`src/hdl/spm_pkg.sv`:
```
// ----------------------------------------------------------------------------
// spm_pkg: shared types and constants
// Segment table entry, result record, sequencer states and unit opcodes
// for the segment page permission merger.
// ----------------------------------------------------------------------------
`default_nettype none

package spm_pkg;

    localparam int ADDR_W      = 64;
    localparam int PAGE_SHIFT  = 12;
    localparam int PAGE_W      = ADDR_W - PAGE_SHIFT;
    localparam int RIGHTS_W    = 3;
    localparam int IN_TDATA_W  = 200;
    localparam int OUT_TDATA_W = 136;

    localparam logic [ADDR_W-1:0] PAGE_ROUND = 64'h0000_0000_0000_0FFF;

    // Input operation, carried in the slave tuser
    typedef enum logic [1:0] {
        OP_CLEAR = 2'd0,
        OP_ADD   = 2'd1,
        OP_QUERY = 2'd2,
        OP_FLUSH = 2'd3
    } op_t;

    typedef enum logic [2:0] {
        S_IDLE,
        S_ADD_BIAS,
        S_ADD_SIZE,
        S_ADD_ROUND,
        S_Q_START,
        S_Q_SCAN,
        S_Q_MERGE,
        S_OUT
    } state_t;

    typedef enum logic {
        ALU_ADD = 1'b0,
        ALU_WIN = 1'b1
    } alu_op_t;

    typedef struct packed {
        logic [ADDR_W-1:0] sum;
        logic              carry;
        logic              hit;
    } alu_res_t;

    typedef struct packed {
        logic [PAGE_W-1:0]   start_page;
        logic [PAGE_W-1:0]   end_page;
        logic [RIGHTS_W-1:0] rights;
    } seg_entry_t;

    typedef struct packed {
        logic                table_full;
        logic                covered;
        logic                can_read;
        logic                can_write;
        logic                can_exec;
        logic                run_valid;
        logic [ADDR_W-1:0]   run_begin;
        logic [ADDR_W-1:0]   run_finish;
        logic [RIGHTS_W-1:0] run_perm;
    } res_t;

endpackage

`default_nettype wire

```
`src/hdl/spm_alu.sv`:
```
// ----------------------------------------------------------------------------
// spm_alu: shared add / window-compare unit
// ADD gives a + b with carry out; WIN tests b <= a < c.
// ----------------------------------------------------------------------------
`default_nettype none

module spm_alu
    import spm_pkg::*;
(
    input  alu_op_t           op,
    input  logic [ADDR_W-1:0] a,
    input  logic [ADDR_W-1:0] b,
    input  logic [ADDR_W-1:0] c,
    output alu_res_t          res
);

    logic [ADDR_W:0] sum_full;

    assign sum_full = {1'b0, a} + {1'b0, b};

    always_comb
    begin
        res = '0;
        unique case (op)
            ALU_ADD:
            begin
                res.sum   = sum_full[ADDR_W-1:0];
                res.carry = sum_full[ADDR_W];
            end
            ALU_WIN:
            begin
                res.hit = (a >= b) && (a < c);
            end
            default:
            begin
                res = '0;
            end
        endcase
    end

endmodule

`default_nettype wire

```
`src/hdl/spm_seg_mem.sv`:
```
// ----------------------------------------------------------------------------
// spm_seg_mem: segment table storage
// One write port, one read port with registered read data.
// ----------------------------------------------------------------------------
`default_nettype none

module spm_seg_mem
    import spm_pkg::*;
#(
    parameter int DEPTH = 16,
    parameter int AW    = 4
)
(
    input  logic          clk,
    input  logic          we,
    input  logic [AW-1:0] waddr,
    input  seg_entry_t    wdata,
    input  logic [AW-1:0] raddr,
    output seg_entry_t    rdata
);

    seg_entry_t mem [DEPTH];

    always_ff @(posedge clk)
    begin
        if (we)
        begin
            mem[waddr] <= wdata;
        end
    end

    always_ff @(posedge clk)
    begin
        rdata <= mem[raddr];
    end

endmodule

`default_nettype wire

```
`src/hdl/segment_page_permission_merger.sv`:
```
// ----------------------------------------------------------------------------
// segment_page_permission_merger: segment table with page rights and runs
// Stores relocated loadable segments and answers page queries with merged
// R/W/X rights, coalescing adjacent equal-rights pages into runs.
// ----------------------------------------------------------------------------
// One item is handled at a time; s_axis_tready is high only while the
// sequencer is idle. Clear and flush go straight to the result hand-off. An
// add runs bias add, size add, page round-up with table write and result
// hand-off in that order; an add dropped at the bias or size stage goes
// straight to the hand-off. A page query reads the stored segments from the
// table memory one entry per cycle and puts each entry through the shared
// window compare, then merges the page into the open run before the
// hand-off. The hand-off waits while the output register is still full; the
// sequencer returns to idle on the edge that loads the output register.
// Results land in an output register, so the next item is taken while the
// previous result still waits on m_axis_tready. The bias register is sampled
// when an add starts; write it only while idle.
// ----------------------------------------------------------------------------
`default_nettype none

module segment_page_permission_merger
    import spm_pkg::*;
#(
    parameter int MAX_SEGMENTS = 16
)
(
    input  logic                   clk,
    input  logic                   rst_n,

    // Bias register write
    input  logic                   cfg_we,
    input  logic [ADDR_W-1:0]      cfg_wdata,

    // Input stream
    input  logic                   s_axis_tvalid,
    output logic                   s_axis_tready,
    // [0] seg_is_load, [64:1] seg_vaddr, [128:65] seg_memsize,
    // [131:129] seg_perm, [195:132] page_addr, [199:196] zero
    input  logic [IN_TDATA_W-1:0]  s_axis_tdata,
    // [1:0] op
    input  logic [1:0]             s_axis_tuser,

    // Result stream
    output logic                   m_axis_tvalid,
    input  logic                   m_axis_tready,
    // [0] table_full, [1] covered, [2] can_read, [3] can_write, [4] can_exec,
    // [68:5] run_begin, [132:69] run_finish, [135:133] run_perm
    output logic [OUT_TDATA_W-1:0] m_axis_tdata,
    // [0] run_valid
    output logic                   m_axis_tuser
);

    localparam int CNT_W = $clog2(MAX_SEGMENTS + 1);
    localparam int IDX_W = (MAX_SEGMENTS > 1) ? $clog2(MAX_SEGMENTS) : 1;

    // ------------------------------------------------------------------
    // Registers
    // ------------------------------------------------------------------
    state_t              state_reg, state_next;
    logic                is_load_reg, is_load_next;
    logic [ADDR_W-1:0]   vaddr_reg, vaddr_next;
    logic [ADDR_W-1:0]   size_reg, size_next;
    logic [RIGHTS_W-1:0] perm_reg, perm_next;
    logic [PAGE_W-1:0]   page_reg, page_next;
    logic [ADDR_W-1:0]   bias_reg, bias_next;
    logic [ADDR_W-1:0]   acc_reg, acc_next;
    logic [PAGE_W-1:0]   base_page_reg, base_page_next;
    logic [CNT_W-1:0]    count_reg, count_next;
    logic [IDX_W-1:0]    idx_reg, idx_next;
    logic                hit_reg, hit_next;
    logic [RIGHTS_W-1:0] flags_reg, flags_next;
    logic                run_open_reg, run_open_next;
    logic [PAGE_W-1:0]   run_start_reg, run_start_next;
    // one extra bit: the run past the top page ends at 2^52
    logic [PAGE_W:0]     run_end_reg, run_end_next;
    logic [RIGHTS_W-1:0] run_rights_reg, run_rights_next;
    res_t                res_reg, res_next;
    res_t                out_reg, out_next;
    logic                out_valid_reg, out_valid_next;

    // ------------------------------------------------------------------
    // Shared unit and table
    // ------------------------------------------------------------------
    alu_op_t           alu_op;
    logic [ADDR_W-1:0] alu_a, alu_b, alu_c;
    alu_res_t          alu_res;

    logic              mem_we;
    logic [IDX_W-1:0]  mem_waddr;
    seg_entry_t        mem_wdata;
    logic [IDX_W-1:0]  mem_raddr;
    seg_entry_t        mem_rdata;

    spm_alu u_alu (
        .op  (alu_op),
        .a   (alu_a),
        .b   (alu_b),
        .c   (alu_c),
        .res (alu_res)
    );

    spm_seg_mem #(
        .DEPTH (MAX_SEGMENTS),
        .AW    (IDX_W)
    ) u_seg_mem (
        .clk   (clk),
        .we    (mem_we),
        .waddr (mem_waddr),
        .wdata (mem_wdata),
        .raddr (mem_raddr),
        .rdata (mem_rdata)
    );

    // ------------------------------------------------------------------
    // Helpers
    // ------------------------------------------------------------------
    logic                s_xfer;
    logic                out_free;
    logic                scan_last;
    logic                table_is_full;
    logic [RIGHTS_W-1:0] q_rights;
    logic                run_extends;
    res_t                emit_res;

    assign s_xfer        = s_axis_tvalid && s_axis_tready;
    assign out_free      = !out_valid_reg || m_axis_tready;
    assign scan_last     = ((CNT_W)'(idx_reg) + CNT_W'(1)) == count_reg;
    assign table_is_full = count_reg >= CNT_W'(MAX_SEGMENTS);
    // segment flags are X,W,R from bit 0; run rights are R,W,X from bit 0
    assign q_rights      = {flags_reg[0], flags_reg[1], flags_reg[2]};
    assign run_extends   = run_open_reg && (run_end_reg == {1'b0, page_reg})
                           && (run_rights_reg == q_rights);

    always_comb
    begin
        emit_res            = '0;
        emit_res.run_valid  = 1'b1;
        emit_res.run_begin  = {run_start_reg, {PAGE_SHIFT{1'b0}}};
        emit_res.run_finish = {run_end_reg[PAGE_W-1:0], {PAGE_SHIFT{1'b0}}};
        emit_res.run_perm   = run_rights_reg;
    end

    // ------------------------------------------------------------------
    // Sequencer: next state
    // ------------------------------------------------------------------
    always_comb
    begin
        state_next = state_reg;
        unique case (state_reg)
            S_IDLE:
            begin
                if (s_xfer)
                begin
                    unique case (op_t'(s_axis_tuser))
                        OP_ADD:   state_next = S_ADD_BIAS;
                        OP_QUERY: state_next = S_Q_START;
                        default:  state_next = S_OUT;
                    endcase
                end
            end
            S_ADD_BIAS:
            begin
                if (!is_load_reg || (size_reg == '0) || alu_res.carry)
                    state_next = S_OUT;
                else
                    state_next = S_ADD_SIZE;
            end
            S_ADD_SIZE:
            begin
                state_next = alu_res.carry ? S_OUT : S_ADD_ROUND;
            end
            S_ADD_ROUND:
            begin
                state_next = S_OUT;
            end
            S_Q_START:
            begin
                state_next = (count_reg == '0) ? S_Q_MERGE : S_Q_SCAN;
            end
            S_Q_SCAN:
            begin
                if (scan_last)
                    state_next = S_Q_MERGE;
            end
            S_Q_MERGE:
            begin
                state_next = S_OUT;
            end
            S_OUT:
            begin
                if (out_free)
                    state_next = S_IDLE;
            end
            default:
            begin
                state_next = S_IDLE;
            end
        endcase
    end

    // ------------------------------------------------------------------
    // Sequencer: datapath and unit control
    // ------------------------------------------------------------------
    always_comb
    begin
        is_load_next    = is_load_reg;
        vaddr_next      = vaddr_reg;
        size_next       = size_reg;
        perm_next       = perm_reg;
        page_next       = page_reg;
        bias_next       = cfg_we ? cfg_wdata : bias_reg;
        acc_next        = acc_reg;
        base_page_next  = base_page_reg;
        count_next      = count_reg;
        idx_next        = idx_reg;
        hit_next        = hit_reg;
        flags_next      = flags_reg;
        run_open_next   = run_open_reg;
        run_start_next  = run_start_reg;
        run_end_next    = run_end_reg;
        run_rights_next = run_rights_reg;
        res_next        = res_reg;
        out_next        = out_reg;
        out_valid_next  = out_valid_reg && !m_axis_tready;

        alu_op    = ALU_ADD;
        alu_a     = '0;
        alu_b     = '0;
        alu_c     = '0;
        mem_we    = 1'b0;
        mem_waddr = count_reg[IDX_W-1:0];
        mem_wdata = '0;
        mem_raddr = '0;

        unique case (state_reg)
            S_IDLE:
            begin
                if (s_xfer)
                begin
                    is_load_next = s_axis_tdata[0];
                    vaddr_next   = s_axis_tdata[64:1];
                    size_next    = s_axis_tdata[128:65];
                    perm_next    = s_axis_tdata[131:129];
                    page_next    = s_axis_tdata[195:132+PAGE_SHIFT];
                    res_next     = '0;
                    unique case (op_t'(s_axis_tuser))
                        OP_CLEAR:
                        begin
                            count_next    = '0;
                            run_open_next = 1'b0;
                        end
                        OP_FLUSH:
                        begin
                            if (run_open_reg)
                                res_next = emit_res;
                            run_open_next = 1'b0;
                        end
                        default:
                        begin
                        end
                    endcase
                end
            end
            S_ADD_BIAS:
            begin
                alu_a          = vaddr_reg;
                alu_b          = bias_reg;
                acc_next       = alu_res.sum;
                base_page_next = alu_res.sum[ADDR_W-1:PAGE_SHIFT];
            end
            S_ADD_SIZE:
            begin
                alu_a    = acc_reg;
                alu_b    = size_reg;
                acc_next = alu_res.sum;
            end
            S_ADD_ROUND:
            begin
                alu_a = acc_reg;
                alu_b = PAGE_ROUND;
                if (!alu_res.carry)
                begin
                    if (table_is_full)
                    begin
                        res_next.table_full = 1'b1;
                    end
                    else
                    begin
                        mem_we               = 1'b1;
                        mem_wdata.start_page = base_page_reg;
                        mem_wdata.end_page   = alu_res.sum[ADDR_W-1:PAGE_SHIFT];
                        mem_wdata.rights     = perm_reg;
                        count_next           = count_reg + CNT_W'(1);
                    end
                end
            end
            S_Q_START:
            begin
                mem_raddr  = '0;
                idx_next   = '0;
                hit_next   = 1'b0;
                flags_next = '0;
            end
            S_Q_SCAN:
            begin
                // rdata holds entry idx_reg; fetch the next one meanwhile
                alu_op    = ALU_WIN;
                alu_a     = {{PAGE_SHIFT{1'b0}}, page_reg};
                alu_b     = {{PAGE_SHIFT{1'b0}}, mem_rdata.start_page};
                alu_c     = {{PAGE_SHIFT{1'b0}}, mem_rdata.end_page};
                mem_raddr = scan_last ? idx_reg : idx_reg + IDX_W'(1);
                if (alu_res.hit)
                begin
                    hit_next   = 1'b1;
                    flags_next = flags_reg | mem_rdata.rights;
                end
                if (!scan_last)
                    idx_next = idx_reg + IDX_W'(1);
            end
            S_Q_MERGE:
            begin
                alu_a = {{PAGE_SHIFT{1'b0}}, page_reg};
                alu_b = ADDR_W'(1);
                if (!hit_reg)
                begin
                    if (run_open_reg)
                        res_next = emit_res;
                    run_open_next = 1'b0;
                end
                else
                begin
                    if (!run_extends)
                    begin
                        if (run_open_reg)
                            res_next = emit_res;
                        run_open_next   = 1'b1;
                        run_start_next  = page_reg;
                        run_rights_next = q_rights;
                    end
                    run_end_next       = alu_res.sum[PAGE_W:0];
                    res_next.covered   = 1'b1;
                    res_next.can_read  = flags_reg[2];
                    res_next.can_write = flags_reg[1];
                    res_next.can_exec  = flags_reg[0];
                end
            end
            S_OUT:
            begin
                if (out_free)
                begin
                    out_next       = res_reg;
                    out_valid_next = 1'b1;
                end
            end
            default:
            begin
            end
        endcase
    end

    // ------------------------------------------------------------------
    // State registers
    // ------------------------------------------------------------------
    always_ff @(posedge clk or negedge rst_n)
    begin
        if (!rst_n)
        begin
            state_reg      <= S_IDLE;
            bias_reg       <= '0;
            count_reg      <= '0;
            run_open_reg   <= 1'b0;
            run_start_reg  <= '0;
            run_end_reg    <= '0;
            run_rights_reg <= '0;
            out_valid_reg  <= 1'b0;
        end
        else
        begin
            state_reg      <= state_next;
            bias_reg       <= bias_next;
            count_reg      <= count_next;
            run_open_reg   <= run_open_next;
            run_start_reg  <= run_start_next;
            run_end_reg    <= run_end_next;
            run_rights_reg <= run_rights_next;
            out_valid_reg  <= out_valid_next;
        end
    end

    // payload, no reset
    always_ff @(posedge clk)
    begin
        is_load_reg   <= is_load_next;
        vaddr_reg     <= vaddr_next;
        size_reg      <= size_next;
        perm_reg      <= perm_next;
        page_reg      <= page_next;
        acc_reg       <= acc_next;
        base_page_reg <= base_page_next;
        idx_reg       <= idx_next;
        hit_reg       <= hit_next;
        flags_reg     <= flags_next;
        res_reg       <= res_next;
        out_reg       <= out_next;
    end

    // ------------------------------------------------------------------
    // Ports
    // ------------------------------------------------------------------
    assign s_axis_tready = (state_reg == S_IDLE);
    assign m_axis_tvalid = out_valid_reg;
    assign m_axis_tuser  = out_reg.run_valid;
    assign m_axis_tdata  = {out_reg.run_perm, out_reg.run_finish, out_reg.run_begin,
                            out_reg.can_exec, out_reg.can_write, out_reg.can_read,
                            out_reg.covered, out_reg.table_full};

`ifndef ASSERT_OFF
    // table never holds more entries than it has
    a_count_bound: assert property (@(posedge clk) disable iff (!rst_n)
        count_reg <= CNT_W'(MAX_SEGMENTS))
        else $error("segment count above table depth");

    // a transfer in starts work, so the input side goes busy
    a_busy_after_xfer: assert property (@(posedge clk) disable iff (!rst_n)
        s_xfer |=> !s_axis_tready)
        else $error("input ready right after a transfer");

    // an add result never carries query or run fields
    a_full_alone: assert property (@(posedge clk) disable iff (!rst_n)
        (m_axis_tvalid && m_axis_tdata[0]) |-> (!m_axis_tdata[1] && !m_axis_tuser))
        else $error("table_full mixed with query or run fields");

    // rights are reported only for a covered page
    a_rights_need_cover: assert property (@(posedge clk) disable iff (!rst_n)
        (m_axis_tvalid && !m_axis_tdata[1]) |-> (m_axis_tdata[4:2] == 3'b000))
        else $error("rights on an uncovered page");
`endif

endmodule

`default_nettype wire
```
`config.mk`:
```
export PLATFORM = sky130hd
export DESIGN_NAME = segment_page_permission_merger
export DESIGN_NICKNAME = d
export VERILOG_FILES = /design/src/hdl/spm_pkg.sv /design/src/hdl/spm_alu.sv /design/src/hdl/spm_seg_mem.sv /design/src/hdl/segment_page_permission_merger.sv
export SDC_FILE = /design/constraint.sdc
export NUM_CORES = 2
export LEC_CHECK = 0
export ABC_AREA = 0
export BUFFER_PORTS_ARGS = -buffer_cell sky130_fd_sc_hd__buf_2
export CAP_MARGIN = 10
export CELL_PAD_IN_SITES_DETAIL_PLACEMENT = 1
export CELL_PAD_IN_SITES_GLOBAL_PLACEMENT = 1
export CORE_MARGIN = 2
export CORE_UTILIZATION = 40
export CTS_CLUSTER_DIAMETER = 60
export DETAILED_ROUTE_END_ITERATION = 6
export GPL_TIMING_DRIVEN = 0
export HOLD_SLACK_MARGIN = 0.03
export PLACE_DENSITY_LB_ADDON = 0.05
export SLEW_MARGIN = 20
export SYNTH_ARGS = -nofsm -noshare
export SYNTH_HDL_FRONTEND = slang
export SYNTH_SLANG_ARGS = --single-unit
export TNS_END_PERCENT = 30
```
`constraint.sdc`:
```
create_clock -name clk -period 19.2 [get_ports clk]
set_input_delay 0.96 -clock clk [delete_from_list [all_inputs] [get_ports clk]]
set_output_delay 0.96 -clock clk [all_outputs]
set_load 0.03 [all_outputs]
```
==> results.cfg <==
[outcome]
outcome = finished, final reports clean

[place]
dp.cells = 11850
portBuffers = 392
gp_congestion = 0.9460
post_dp_cell_area_um2 = 113800
place_ws_ns = 6.971
dp_hpwl_um = 311300

[global_routing]
grt_pass1_vias = 71160
grt_antenna_before_repair = 39
grt_usage_pct = 30.35
grt_overflow_total = 0
grt_max_degree = 93
grt_pass1_wl_um = 564500

[critical_path]
rr_endpoint = u_seg_mem.mem[3][32]
r2r_slack_ns = 7.13
crit_path_top_delay_cell = clkbuf_1
required_ns = 19.74
endpoint_kind = flip-flop
r2r_start = state_reg[0]
crit_top_cell = buf_2
slowest_delay_ns = 0.89
path_class = reg2reg
r2r_cells = 30
critPathMaxFanout = 10
start_kind = flip-flop
arrival_ns = 12.60

[pwr]
power.density_nw_per_um2 = 94.96
vdd_ir_drop_max_v = 0.0001083
leakagePower_uw = 0.04176

[yosys]
synthCells = 7783
async_reset_ff_share_pct = 7.046
synth_edf_count = 2294
avgSynthCellArea_um2 = 13.42
synth_warnings = 0
ys_types = 87
synth_seq_cells = 2583
synth_top_flop_cell = edfxtp_1
synthesis.area_um2 = 104500
synth_top_area_cell = edfxtp_1
synth_fp_nets = 8243
seq_area_frac_synth_pct = 72.35
synth_top_cell_area_share_pct = 65.94
synthTopCellsByArea = edfxtp_1 66%, nand2_1 5.1%, dfrtp_1 4.4%

[sta]
setup_tns_ns = 0
fmax_mhz = 82.88
hold_viol_final = 0
setup_viol = 0
period_share_pct = 62.85
maxSlewViolCount = 0
fin_skew_ns = 0.07137
min_period_ns = 12.07
rsz0062_at_grt = false
max_slew_margin_pct = 14.39
setup_slack_ns = 7.134
max_slew.worst_pin.slew_ns = 1.284

[die]
start_util_pct = 40.23
fp.dieW_um = 515.1
rows = 187
die_h_um = 515.1
io_pins = 410
die_area_um2 = 265300
coreArea_um2 = 259700

[clocking]
clock_latency_ns = 0.89
path_clk_slew_ns = 0.06
cts_buffers = 301
cts_sinks = 2583
root_buffer = clkbuf_16
cts_tree = built
cts_max_level = 5
clockBufferDepth = 4
cts_resized = 0

[routing]
route.detailed.drc = 0
vias = 71160
routed_wl_um = 409600
wl_per_cell_um = 33.05
ant_nets = 0
via_per_inst = 5.741
drt_iter0_markers = 7870
first_pass_iters = 6

[job]
maxCapViolations = 0

[layout]
final_util_pct = 47.45
largest_register_ffs = 1712
layout_common_cells = 2294 x edfxtp_1, 1430 x nand2_1, 613 x nor2_1
drive_gt1_share_pct = 15.53
ff_latch_area_um2 = 75580
nets = 9207
layout_commonest_cell = edfxtp_1
area_growth_syn_to_layout_pct = 17.97
n_fill_cell = 26350
fin_area_um2 = 123200
multi_input_area_um2 = 26960
fin_cells = 12400

[worst_hold_path]
hp-class = in2reg
hp-start = s_axis_tdata[157]
whs_path_depth = 1
whs_endpoint = page_reg[13]
[kinds of logic after synthesis]
family | count (synthesis) | share of synthesized area [%]
buffers and inverters | 630 | 2.331
XOR/XNOR | 102 | 0.8551
AND/OR/NAND/NOR | 2628 | 10.50
adder cells (fa/ha/maj) | 189 | 2.271
multiplexers | 243 | 2.476
AO/OA/AOI/OAI | 1408 | 9.222
flip-flops | 2583 | 72.35
[cells in the mapped netlist (29+ instances only)]
cell type	number
o2111ai_1	108
nor3_1	34
buf_1	56
dfrtp_1	182
inv_1	175
o21bai_1	31
nor2_1	646
nand4_1	39
a32oi_1	107
and2_1	29
mux2_2	119
and3_1	57
edfxtp_1	2294
nor4_1	50
ha_1	188
a22o_1	120
o31ai_1	41
nand2_1	1431
buf_2	47
a21oi_1	389
clkbuf_1	350
xnor2_1	77
nand3_1	253
dfxtp_1	107
o21ai_0	156
a22oi_1	217
mux2i_1	123
o22ai_1	110
[power breakdown]
group          switching [µW]  internal, µW
clock                    2330          3230
combinational            47.3          37.3
sequential               8.75          6050
[per-stage QoR]
stage / total power, µW / hold slack [ns]
after floorplan: 6199 / 0.4174
after global placement: 6257 / 0.4304
after global routing: 11990 / 0.2187
after detailed placement: 6259 / 0.4269
after CTS: 11790 / 0.2111
final: 11700 / 0.2739
[critical path, delay by kind of cell (launching register included)]
kind,cells,cell delay (ns)
compound gates,8,3.05
fa+ha+maj,1,0.21
buf+inv,16,5.43
flops,1,0.41
simple gates,5,2.50
[worst max-delay path by stage]
stage / from / to / slack [ns]
after detailed placement: state_reg[0] / u_seg_mem.mem[3][32] / 6.97
final: state_reg[0] / u_seg_mem.mem[3][32] / 7.13
after floorplan: state_reg[0] / u_seg_mem.mem[10][0] / 1.82
after CTS: state_reg[0] / u_seg_mem.mem[3][32] / 6.92
after global placement: state_reg[0] / u_seg_mem.mem[10][15] / -16.99
after global routing: state_reg[0] / u_seg_mem.mem[3][32] / 6.97
[what timing repair did]
action,4_1_cts,5_1_grt
setup buffers,0,0
hold buffers,1,0
endpoints found under the hold margin,43,0
[layer usage]
layer,track usage [%],up-vias,share of wire [%]
li1,-,30830,-
met1,42.72,37160,43
met2,47.75,2605,46
met3,4.304,550,6.8
met4,11.35,10,4.4
met5,0,-,0.016
[cell type report]
class                           count  share of cell area [%]
Antenna cell                       16                 0.03249
Buffer                            455                   1.459
Clock buffer                      397                   6.601
Clock inverter                    136                   1.017
Inverter                          175                  0.5391
Multi-Input combinational cell   4570                   21.87
Sequential cell                  2583                   61.33
Tap cell                         3402                   3.454
Timing Repair Buffer              661                   3.698
Power figures use the tool's default switching activity.
